--- config.mk ---
export PLATFORM = sky130hd
export DESIGN_NAME = angle_pid_with_output_halving_flat
export DESIGN_NICKNAME = d
export VERILOG_FILES = /design/src/hw/rtl/apid_pkg.sv /design/src/hw/rtl/apid_if.sv /design/src/hw/rtl/angle_pid_with_output_halving.sv /design/src/flat_wrapper.sv
export SDC_FILE = /design/constraint.sdc
export NUM_CORES = 2
export LEC_CHECK = 0
export BUFFER_PORTS_ARGS = -buffer_cell sky130_fd_sc_hd__clkbuf_2
export CORE_ASPECT_RATIO = 0.7
export CORE_MARGIN = 2
export CORE_UTILIZATION = 55
export CTS_CLUSTER_DIAMETER = 80
export DETAILED_ROUTE_END_ITERATION = 16
export HOLD_SLACK_MARGIN = 0.06
export PLACE_DENSITY = 0.74
export SYNTH_ARGS = -nofsm -noshare
export SYNTH_HDL_FRONTEND = slang
export SYNTH_SLANG_ARGS = --single-unit
--- constraint.sdc ---
create_clock -name clk -period 7.6 [get_ports clk]
set_clock_uncertainty 0.2 [all_clocks]
set_input_delay 1.14 -clock clk [delete_from_list [all_inputs] [get_ports clk]]
set_output_delay 1.14 -clock clk [all_outputs]
set_load 0.005 [all_outputs]
--- src/hw/rtl/apid_pkg.sv ---
package apid_pkg;

  // APB geometry
  localparam int unsigned CFG_AW = 4;
  localparam int unsigned CFG_DW = 32;

  // Field widths
  localparam int unsigned ANGLE_W = 16;
  localparam int unsigned GAIN_W  = 24;
  localparam int unsigned DRIVE_W = 15;

  // Register indexes (paddr[3:2])
  localparam logic [1:0] REG_GAIN_P = 2'd0;
  localparam logic [1:0] REG_GAIN_I = 2'd1;
  localparam logic [1:0] REG_GAIN_D = 2'd2;

  // Gain reset values, Q15.8
  localparam logic signed [GAIN_W-1:0] GAIN_P_RST = -24'sd409600;
  localparam logic signed [GAIN_W-1:0] GAIN_I_RST = 24'sd0;
  localparam logic signed [GAIN_W-1:0] GAIN_D_RST = -24'sd217600;

  // Integral clamp, 500.0 deg in Q.8
  localparam logic signed [18:0] SUM_LIMIT = 19'sd128000;
  localparam logic signed [17:0] ERR_LIMIT = 18'sd98304;

  // Output limits
  localparam logic signed [DRIVE_W-1:0] LIMIT_WIDE   = 15'sd10000;
  localparam logic signed [DRIVE_W-1:0] LIMIT_NARROW = 15'sd8500;

endpackage

--- src/hw/rtl/apid_if.sv ---
// Input channel: one controller sample per transaction
interface apid_in_if;
  logic               valid;
  logic               ready;
  logic signed [15:0] measured_angle;
  logic signed [15:0] zero_offset;
  logic signed [15:0] target_angle;
  logic               wide_limit;
  logic               halve_output;

  modport source (
    output valid, measured_angle, zero_offset, target_angle, wide_limit, halve_output,
    input  ready
  );
  modport sink (
    input  valid, measured_angle, zero_offset, target_angle, wide_limit, halve_output,
    output ready
  );
endinterface

// Result channel: one drive value per transaction
interface apid_out_if;
  logic               valid;
  logic               ready;
  logic signed [14:0] drive_value;

  modport source (output valid, drive_value, input ready);
  modport sink   (input  valid, drive_value, output ready);
endinterface

--- src/hw/rtl/angle_pid_with_output_halving.sv ---
// Angle-loop PID step with output saturation and optional halving.
//
// Channels: in_chan carries one sample (measured angle, zero offset and
// target, Q7.8 degrees, plus the wide_limit and halve_output flags) per
// transaction; out_chan returns exactly one drive_value per sample, in order.
// The three gains (Q15.8) sit on an APB port at 0x0, 0x4, 0x8; write them
// only while the block is idle. pready is tied high.
//
// Throughput: one sample per cycle while the output is not stalled, set
// by a five-register pipeline (input, error/integral, products,
// accumulate, output) with three parallel multipliers (24x18, 24x18,
// 24x19) in one stage. The integral and previous-error state update in
// the second stage, so consecutive samples chain correctly.
//
// Reset (rst_n low, synchronous): pipeline empty, integral and previous
// error cleared, gains back to their defaults.
// Stall: each stage holds while full and blocked; in_chan.ready drops only
// once every stage, the output register included, holds a sample and out_chan.ready is low.
module angle_pid_with_output_halving (
  input  logic                          clk,
  input  logic                          rst_n,
  apid_in_if.sink                       in_chan,
  apid_out_if.source                    out_chan,
  input  logic                          cfg_psel,
  input  logic                          cfg_penable,
  input  logic                          cfg_pwrite,
  input  logic [apid_pkg::CFG_AW-1:0]   cfg_paddr,
  input  logic [apid_pkg::CFG_DW-1:0]   cfg_pwdata,
  output logic [apid_pkg::CFG_DW-1:0]   cfg_prdata,
  output logic                          cfg_pready
);
  import apid_pkg::*;

  // ---------------- configuration ----------------
  logic signed [GAIN_W-1:0] gain_p_r, gain_i_r, gain_d_r;
  logic                     cfg_wr;

  assign cfg_pready = 1'b1;
  assign cfg_wr     = cfg_psel && cfg_penable && cfg_pwrite && cfg_pready;

  always_ff @(posedge clk) begin
    if (!rst_n) begin
      gain_p_r <= GAIN_P_RST;
      gain_i_r <= GAIN_I_RST;
      gain_d_r <= GAIN_D_RST;
    end else if (cfg_wr) begin
      case (cfg_paddr[3:2])
        REG_GAIN_P: gain_p_r <= cfg_pwdata[GAIN_W-1:0];
        REG_GAIN_I: gain_i_r <= cfg_pwdata[GAIN_W-1:0];
        REG_GAIN_D: gain_d_r <= cfg_pwdata[GAIN_W-1:0];
        default: ;
      endcase
    end
  end

  // readback, sign-extended
  always_comb begin
    case (cfg_paddr[3:2])
      REG_GAIN_P: cfg_prdata = {{(CFG_DW-GAIN_W){gain_p_r[GAIN_W-1]}}, gain_p_r};
      REG_GAIN_I: cfg_prdata = {{(CFG_DW-GAIN_W){gain_i_r[GAIN_W-1]}}, gain_i_r};
      REG_GAIN_D: cfg_prdata = {{(CFG_DW-GAIN_W){gain_d_r[GAIN_W-1]}}, gain_d_r};
      default:    cfg_prdata = '0;
    endcase
  end

  // ---------------- pipeline flow control ----------------
  logic v1_r, v2_r, v3_r, v4_r, ov_r;
  logic rdy1, rdy2, rdy3, rdy4, rdy_out;
  logic load1, load2, load3, load4, load_out;

  assign rdy_out  = !ov_r || out_chan.ready;
  assign rdy4     = !v4_r || rdy_out;
  assign rdy3     = !v3_r || rdy4;
  assign rdy2     = !v2_r || rdy3;
  assign rdy1     = !v1_r || rdy2;

  assign load1    = in_chan.valid && rdy1;
  assign load2    = v1_r && rdy2;
  assign load3    = v2_r && rdy3;
  assign load4    = v3_r && rdy4;
  assign load_out = v4_r && rdy_out;

  assign in_chan.ready  = rdy1;
  assign out_chan.valid = ov_r;

  always_ff @(posedge clk) begin
    if (!rst_n) begin
      v1_r <= 1'b0;
      v2_r <= 1'b0;
      v3_r <= 1'b0;
      v4_r <= 1'b0;
      ov_r <= 1'b0;
    end else begin
      if (rdy1)    v1_r <= in_chan.valid;
      if (rdy2)    v2_r <= v1_r;
      if (rdy3)    v3_r <= v2_r;
      if (rdy4)    v4_r <= v3_r;
      if (rdy_out) ov_r <= v4_r;
    end
  end

  // ---------------- stage 1: input register ----------------
  logic signed [ANGLE_W-1:0] angle1_r, zero1_r, target1_r;
  logic                      wide1_r, halve1_r;

  always_ff @(posedge clk) begin
    if (load1) begin
      angle1_r  <= in_chan.measured_angle;
      zero1_r   <= in_chan.zero_offset;
      target1_r <= in_chan.target_angle;
      wide1_r   <= in_chan.wide_limit;
      halve1_r  <= in_chan.halve_output;
    end
  end

  // ---------------- stage 2: error, integral, difference ----------------
  logic signed [17:0] error_sum_r, prev_err_r;
  logic signed [17:0] err_c, sum_c;
  logic signed [18:0] sum_raw_c, diff_c;

  always_comb begin
    err_c     = 18'(target1_r) + 18'(zero1_r) - 18'(angle1_r);
    sum_raw_c = 19'(error_sum_r) + 19'(err_c);
    if (sum_raw_c >= SUM_LIMIT)       sum_c = 18'(SUM_LIMIT);
    else if (sum_raw_c <= -SUM_LIMIT) sum_c = 18'(-SUM_LIMIT);
    else                              sum_c = sum_raw_c[17:0];
    diff_c    = 19'(err_c) - 19'(prev_err_r);
  end

  logic signed [17:0] err2_r, sum2_r;
  logic signed [18:0] diff2_r;
  logic               wide2_r, halve2_r;

  // loop state advances once per sample, in order
  always_ff @(posedge clk) begin
    if (!rst_n) begin
      error_sum_r <= '0;
      prev_err_r  <= '0;
    end else if (load2) begin
      error_sum_r <= sum_c;
      prev_err_r  <= err_c;
    end
  end

  always_ff @(posedge clk) begin
    if (load2) begin
      err2_r   <= err_c;
      sum2_r   <= sum_c;
      diff2_r  <= diff_c;
      wide2_r  <= wide1_r;
      halve2_r <= halve1_r;
    end
  end

  // ---------------- stage 3: gain products ----------------
  logic signed [41:0] prod_p_c, prod_i_c;
  logic signed [42:0] prod_d_c;

  assign prod_p_c = 42'(gain_p_r) * 42'(err2_r);
  assign prod_i_c = 42'(gain_i_r) * 42'(sum2_r);
  assign prod_d_c = 43'(gain_d_r) * 43'(diff2_r);

  logic signed [41:0] prod_p3_r, prod_i3_r;
  logic signed [42:0] prod_d3_r;
  logic               wide3_r, halve3_r;

  always_ff @(posedge clk) begin
    if (load3) begin
      prod_p3_r <= prod_p_c;
      prod_i3_r <= prod_i_c;
      prod_d3_r <= prod_d_c;
      wide3_r   <= wide2_r;
      halve3_r  <= halve2_r;
    end
  end

  // ---------------- stage 4: accumulate (Q.16) ----------------
  logic signed [44:0] acc_c;
  assign acc_c = 45'(prod_p3_r) + 45'(prod_i3_r) + 45'(prod_d3_r);

  logic signed [44:0] acc4_r;
  logic               wide4_r, halve4_r;

  always_ff @(posedge clk) begin
    if (load4) begin
      acc4_r   <= acc_c;
      wide4_r  <= wide3_r;
      halve4_r <= halve3_r;
    end
  end

  // ---------------- stage 5: truncate, clamp, halve ----------------
  logic signed [28:0]        whole_c;
  logic signed [DRIVE_W-1:0] limit_c, clamp_c, drive_c;

  always_comb begin
    // floor shift, then step toward zero when negative with a fraction
    whole_c = acc4_r[44:16] + 29'(acc4_r[44] && (acc4_r[15:0] != '0));
    limit_c = wide4_r ? LIMIT_WIDE : LIMIT_NARROW;
    if (whole_c > 29'(limit_c))       clamp_c = limit_c;
    else if (whole_c < -29'(limit_c)) clamp_c = -limit_c;
    else                              clamp_c = whole_c[DRIVE_W-1:0];
    // halve toward zero
    if (halve4_r) drive_c = (clamp_c + $signed(DRIVE_W'(clamp_c[DRIVE_W-1]))) >>> 1;
    else          drive_c = clamp_c;
  end

  logic signed [DRIVE_W-1:0] drive_r;

  always_ff @(posedge clk) begin
    if (load_out) drive_r <= drive_c;
  end

  assign out_chan.drive_value = drive_r;

`ifndef SYNTHESIS
  // integral stays inside its clamp
  a_sum_range: assert property (@(posedge clk) disable iff (!rst_n)
    (error_sum_r <= 18'(SUM_LIMIT)) && (error_sum_r >= 18'(-SUM_LIMIT)))
    else $error("error_sum out of range");

  // previous error stays inside the reachable error range
  a_err_range: assert property (@(posedge clk) disable iff (!rst_n)
    (prev_err_r <= ERR_LIMIT) && (prev_err_r >= -ERR_LIMIT))
    else $error("previous error out of range");

  // loop state only moves when a sample enters stage 2
  a_state_hold: assert property (@(posedge clk) disable iff (!rst_n)
    !load2 |=> $stable(error_sum_r) && $stable(prev_err_r))
    else $error("loop state changed without a sample");

  // delivered drive never exceeds the wide limit
  a_drive_range: assert property (@(posedge clk) disable iff (!rst_n)
    ov_r |-> (drive_r <= LIMIT_WIDE) && (drive_r >= -LIMIT_WIDE))
    else $error("drive value out of range");

  // a sample in the last stage reaches the output register when it is free
  a_drain: assert property (@(posedge clk) disable iff (!rst_n)
    (v4_r && (!ov_r || out_chan.ready)) |=> ov_r)
    else $error("result lost between accumulate and output");
`endif

endmodule
--- src/flat_wrapper.sv ---
// flat-port wrapper written by rule: the top's interface ports become plain ports
module angle_pid_with_output_halving_flat import apid_pkg::*;
  (clk, rst_n, cfg_psel, cfg_penable, cfg_pwrite, cfg_paddr, cfg_pwdata, cfg_prdata, cfg_pready, in_chan_valid, in_chan_measured_angle, in_chan_zero_offset, in_chan_target_angle, in_chan_wide_limit, in_chan_halve_output, in_chan_ready, out_chan_valid, out_chan_drive_value, out_chan_ready);
  apid_in_if in_chan_i ();
  apid_out_if out_chan_i ();
  input  logic clk;
  input  logic rst_n;
  input  logic cfg_psel;
  input  logic cfg_penable;
  input  logic cfg_pwrite;
  input  logic [apid_pkg::CFG_AW-1:0] cfg_paddr;
  input  logic [apid_pkg::CFG_DW-1:0] cfg_pwdata;
  output logic [apid_pkg::CFG_DW-1:0] cfg_prdata;
  output logic cfg_pready;
  input wire logic [$bits(in_chan_i.valid)-1:0] in_chan_valid;
  input wire logic [$bits(in_chan_i.measured_angle)-1:0] in_chan_measured_angle;
  input wire logic [$bits(in_chan_i.zero_offset)-1:0] in_chan_zero_offset;
  input wire logic [$bits(in_chan_i.target_angle)-1:0] in_chan_target_angle;
  input wire logic [$bits(in_chan_i.wide_limit)-1:0] in_chan_wide_limit;
  input wire logic [$bits(in_chan_i.halve_output)-1:0] in_chan_halve_output;
  output wire logic [$bits(in_chan_i.ready)-1:0] in_chan_ready;
  output wire logic [$bits(out_chan_i.valid)-1:0] out_chan_valid;
  output wire logic [$bits(out_chan_i.drive_value)-1:0] out_chan_drive_value;
  input wire logic [$bits(out_chan_i.ready)-1:0] out_chan_ready;
  assign in_chan_i.valid = in_chan_valid;
  assign in_chan_i.measured_angle = in_chan_measured_angle;
  assign in_chan_i.zero_offset = in_chan_zero_offset;
  assign in_chan_i.target_angle = in_chan_target_angle;
  assign in_chan_i.wide_limit = in_chan_wide_limit;
  assign in_chan_i.halve_output = in_chan_halve_output;
  assign in_chan_ready = in_chan_i.ready;
  assign out_chan_valid = out_chan_i.valid;
  assign out_chan_drive_value = out_chan_i.drive_value;
  assign out_chan_i.ready = out_chan_ready;
  angle_pid_with_output_halving u_core (.clk(clk), .rst_n(rst_n), .in_chan(in_chan_i), .out_chan(out_chan_i), .cfg_psel(cfg_psel), .cfg_penable(cfg_penable), .cfg_pwrite(cfg_pwrite), .cfg_paddr(cfg_paddr), .cfg_pwdata(cfg_pwdata), .cfg_prdata(cfg_prdata), .cfg_pready(cfg_pready));
endmodule
After elaboration in Yosys (flattened, before gate mapping)
Index checks and enable logic that the tools add are counted. Widths: inputs -> output; s select.

Flip-flop bits (word level): 411. Output and inout port bits: 50. Word-level logic and storage cells: 78.

$add $sub $neg: 10. Multiply operators: 3. Magnitude comparators: 4. Eq/ne operators: 2. Mux-type cells: 7. Reductions and logical operators: 23.

Operators by type and width (number): $pmux 32 s3 (1); $mul 24x18->42 (2); $mux 15 (3); $add 43x43->44 (1); $add 42x42->43 (1); $mul 24x19->43 (1); $mux 18 (2); $add 29x1->29 (1); $gt 29x15->1 (1); $lt 29x29->1 (1); $neg 15->29 (1); $add 18x18->19 (1); $ge 19x18->1 const B (1); $le 19x18->1 const B (1); $sub 18x18->19 (1); $sub 17x16->18 (1); $add 16x16->17 (1); $reduce_bool 16->1 (1); $add 15x2->15 (1); $neg 15->15 (1); $mux 11 (1); $logic_and 1x1->1 (8); $reduce_and 2->1 (3); $logic_not 1->1 (5); 4 further kinds (8).

Longest topological paths before layout
Depth in word-level cells: 8. Gate-level depth with buffers: 26. Depth with buffers taken out: 25.

Worst setup path after synthesis
Ideal clock, no wire load.

Path type: input-to-reg. Start: input port out_chan_ready. End: register u_core.halve3_r (enable). Arrival: 7.214 ns. Data required time: 6.767 ns. Slack: -0.448 ns. Stages on the path: 4. Path buffers: 1. Cells stage by stage: nor2b_1 and3_1 clkbuf_1 nor2b_1.

Longest elaborated chain between the ends: 4.

Ends and longest elaborated chain: start: declaration (line flat_wrapper.sv:24) `input wire logic [$bits(out_chan_i.ready)-1:0] out_chan_ready;`; $logic_or 1x1->1 (line angle_pid_with_output_halving.sv:71) `assign rdy_out = !ov_r || out_chan.ready;`; $logic_or 1x1->1 (line angle_pid_with_output_halving.sv:72) `assign rdy4 = !v4_r || rdy_out;`; $logic_or 1x1->1 (line angle_pid_with_output_halving.sv:73) `assign rdy3 = !v3_r || rdy4;`; $logic_and 1x1->1 (line angle_pid_with_output_halving.sv:79) `assign load3 = v2_r && rdy3;`; via u_core.load3 (line angle_pid_with_output_halving.sv:69) `logic load1, load2, load3, load4, load_out;`; end signal: assignment (line angle_pid_with_output_halving.sv:173) `halve3_r <= halve2_r;`; end: declaration (line angle_pid_with_output_halving.sv:165) `logic wide3_r, halve3_r;`.

The timed path passes the listed nets, and every way through them passes these cells. A chain may end at the register's enable or synchronous reset.

Final worst setup path
Start: register u_core.gain_i_r[12]. End: register u_core.prod_i3_r[30], data pin.

Longest elaborated chain between the ends: 1.

Ends and longest elaborated chain: start: declaration (line angle_pid_with_output_halving.sv:35) `logic signed [GAIN_W-1:0] gain_p_r, gain_i_r, gain_d_r;`; start signal: assignment (line angle_pid_with_output_halving.sv:49) `REG_GAIN_I: gain_i_r <= cfg_pwdata[GAIN_W-1:0];`; $mul 24x18->42 (line angle_pid_with_output_halving.sv:160) `assign prod_i_c = 42'(gain_i_r) * 42'(sum2_r);`; via u_core.prod_i_c[30] (line angle_pid_with_output_halving.sv:156) `logic signed [41:0] prod_p_c, prod_i_c;`; end signal: assignment (line angle_pid_with_output_halving.sv:170) `prod_i3_r <= prod_i_c;`; end: declaration (line angle_pid_with_output_halving.sv:163) `logic signed [41:0] prod_p3_r, prod_i3_r;`.

The timed path passes the listed nets, and every way through them passes these cells.

==> out/qor.yml <==
outcome: "completed"
grt_usage_pct: 29.5
cp-end-kind: "flip-flop"
io_buffers: 131
r2r_start: "u_core.gain_i_r[12]$_SDFFE_PN0P_"
syn_area_per_cell_um2: 9.50
critPathCapture: "u_core.prod_i3_r[30]$_DFFE_PP_"
min_period_ns: 7.49
drcViolationCount: 0
first_global_vias: 52700
hold_path.class: "flip-flop to flip-flop"
cts_buffer_depth: 3
max_stage_delay_ns: 0.56
cpLargestDelayFamily: "adder cells"
synthToLayoutAreaGrowth_pct: 8.42
die_area_um2: 127000
synthesis.area_um2: 68300
worstRegToRegCells: 23
synthTopCellsByCount: "inv_1, fa_1, nand2_1, and2_1, ha_1"
ys.warnings.count: 0
clk_pin_slew_ns: 0.07
chipHeight_um: 299
ant_nets: 0
critPathMaxFanout: 14
ios: 143
synth_edf_count: 297
grt_max_degree: 130
gr-total-overflow: 0
cts_buffers: 49
worst_pin_slew_ns: 1.28
synth-seq-area-share_pct: 16.4
wl_met1_mm: 76.1
yosys.area.top_type_share_pct: 40.0
crit_buf_inv: 6
synthesis.instances: 7192
core-area_um2: 124000
dr_total_vias: 50100
synthFlopType: "edfxtp_1"
finalMaxSlewViolations: 0
drtIter0Drc: 4776
drt_pre_antenna_iters: 6
clk_latency_ns: 0.65
yosysTopAreaCell: "fa_1"
cp.required_ns: 7.80
critPathKind: "flip-flop to flip-flop"
setup_ws_ns: 0.110
num_rows: 108
r2r_setup_slack_ns: 0.11
crit_chain: "buf_4 > nand2_1 > fa_1 > inv_1 > fa_1 > fa_1 > inv_1 > fa_1 > inv_1 > fa_1 > fa_1 > ha_1 > buf_4 > and3_1 > and3_1 > o21ai_0 > o21ai_1 > or3b_2 > a31o_2 > a2111oi_1 > buf_4 > a21oi_1 > xor2_1"
dieWidth_um: 425
syn_nets: 9095
setup_viol: 0
gp_congestion: 0.984
antenna_found_initial: 6
timing.rr.end: "u_core.prod_i3_r[30]$_DFFE_PP_"
worstSetupStartpointType: "flip-flop"
fin_nets: 9206
cts_tree: "built"
slowest_stage: "dfxtp_1"
crit_arrival_ns: 7.69
synth.most_common_cell: "inv_1"
grt_pass1_wl_mm: 291
fin_util_pct: 60.0
top_layer: "met5"
via_per_inst: 5.57
yosys-top-cells-area: "fa_1, edfxtp_1, inv_1"
dp_slack_ns: -0.0612
cts.sinks: 410
synthArstFlopShare_pct: 0
place_area_um2: 72000
wl_met2_mm: 75.1
root_buffer: "clkbuf_16"
layout-drive-gt1-share_pct: 7.41
start_util_pct: 55.3
wire_per_inst_um: 20.0
hpwlAfterDp_mm: 151
crit_top_cell: "fa_1"
path_depth: 23
h-tree-depth: 2
hold_viol_final: 0
synth-seq-cells: 410
post-route-period-util_pct: 98.6
finalWirelength_mm: 180
synth.distinct_cells: 95
design_area_um2: 74100
slew_headroom_pct: 14.4
cap_violations: 0
fill_cells: 10300
wl_met3_mm: 20.8
fmaxAchievable_mhz: 134
crit_start: "u_core.gain_i_r[12]$_SDFFE_PN0P_"
routing by layer:
metal | global-route usage, % | vias to the layer above
li1 | - | 22200
met1 | 42.7 | 25100
met2 | 42.9 | 2464
met3 | 7.87 | 346
met4 | 10.4 | 2
met5 | 0 | -
cells by family (layout without fill, tap and decap cells):
family          count (synthesis)  after routing  synth area share, %
xor+xnor                      224            224                 2.87
flops                         410            410                 16.4
other cells                     1              7              0.00549
buf+inv                      1856           2007                 10.3
mux                            35             35                0.518
compound gates                717            717                 6.92
fa+ha+maj                    1815           1815                 48.2
simple gates                 2134           2134                 14.7
registers in the layout (all words and copies together), names as in the netlist, 15 cells and up:
signal	count
u_core.target1_r	16
u_core.error_sum_r	18
u_core.prod_d3_r	43
u_core.prev_err_r	18
u_core.gain_i_r	24
u_core.diff2_r	19
u_core.prod_i3_r	42
u_core.zero1_r	16
u_core.sum2_r	18
u_core.gain_p_r	24
u_core.acc4_r	44
u_core.err2_r	18
u_core.out_chan.drive_value	15
u_core.angle1_r	16
u_core.gain_d_r	24
u_core.prod_p3_r	42
how the worst min path moves through the flow:
stage                                    from                        end  slack [ns]  cells past startpoint
floorplan           u_core.halve1_r$_DFFE_PP_  u_core.halve2_r$_DFFE_PP_        0.20                      0
global placement     u_core.wide2_r$_DFFE_PP_   u_core.wide3_r$_DFFE_PP_        0.20                      0
detailed placement  u_core.halve1_r$_DFFE_PP_  u_core.halve2_r$_DFFE_PP_        0.21                      0
CTS                 u_core.halve1_r$_DFFE_PP_  u_core.halve2_r$_DFFE_PP_        0.22                      0
global route        u_core.halve2_r$_DFFE_PP_  u_core.halve3_r$_DFFE_PP_        0.22                      0
finish              u_core.halve1_r$_DFFE_PP_  u_core.halve2_r$_DFFE_PP_        0.22                      0
final cells by class:
class / instances / area (µm²) / area share, %
diodes: 6 / 15.0 / 0.0203
well taps: 1650 / 2060 / 2.79
multi-input cells: 4926 / 50200 / 67.8
flip-flops and latches: 410 / 11200 / 15.1
repair buffers: 396 / 3180 / 4.30
inverters: 1520 / 5710 / 7.71
clock inverters: 32 / 412 / 0.556
clock buffers: 59 / 1270 / 1.72
per-stage QoR:
step	TNS, ns	hold WS [ns]	cells
finish	0	0.215	8999
global route	-0.0157	0.225	8993
CTS	0	0.218	8974
detailed placement	-0.0661	0.205	8883
global placement	0	0.203	8883
floorplan	0	0.200	7192
cell usage in the layout, fill, tap and decap left out, types with 25 or more instances in the layout:
cell type	count
o21a_1	36
inv_1	1516
nand4_1	25
buf_4	223
a21o_1	83
mux2i_1	32
nor3_1	45
xor2_1	56
xnor2_1	168
a21boi_0	67
fa_1	1363
a21oi_1	183
o21ai_0	124
clkbuf_16	49
and3_1	39
buf_12	41
dfxtp_1	105
nand3_1	88
nor2b_1	31
ha_1	444
edfxtp_1	297
and2_1	446
o21bai_1	27
clkbuf_2	130
nand2_1	1119
nor2_1	189
nand2b_1	52
timing repair:
item                       4_1_cts  5_1_grt
setup endpoints to repair        3       16
resized for setup                4       35
hold buffers                     0        0
buffers inserted                 0       18
pin swaps                        0        1
Power is left out: the tool's default activity adds up to more than one toggle a clock period on the data nets, which glitch-free logic cannot reach.
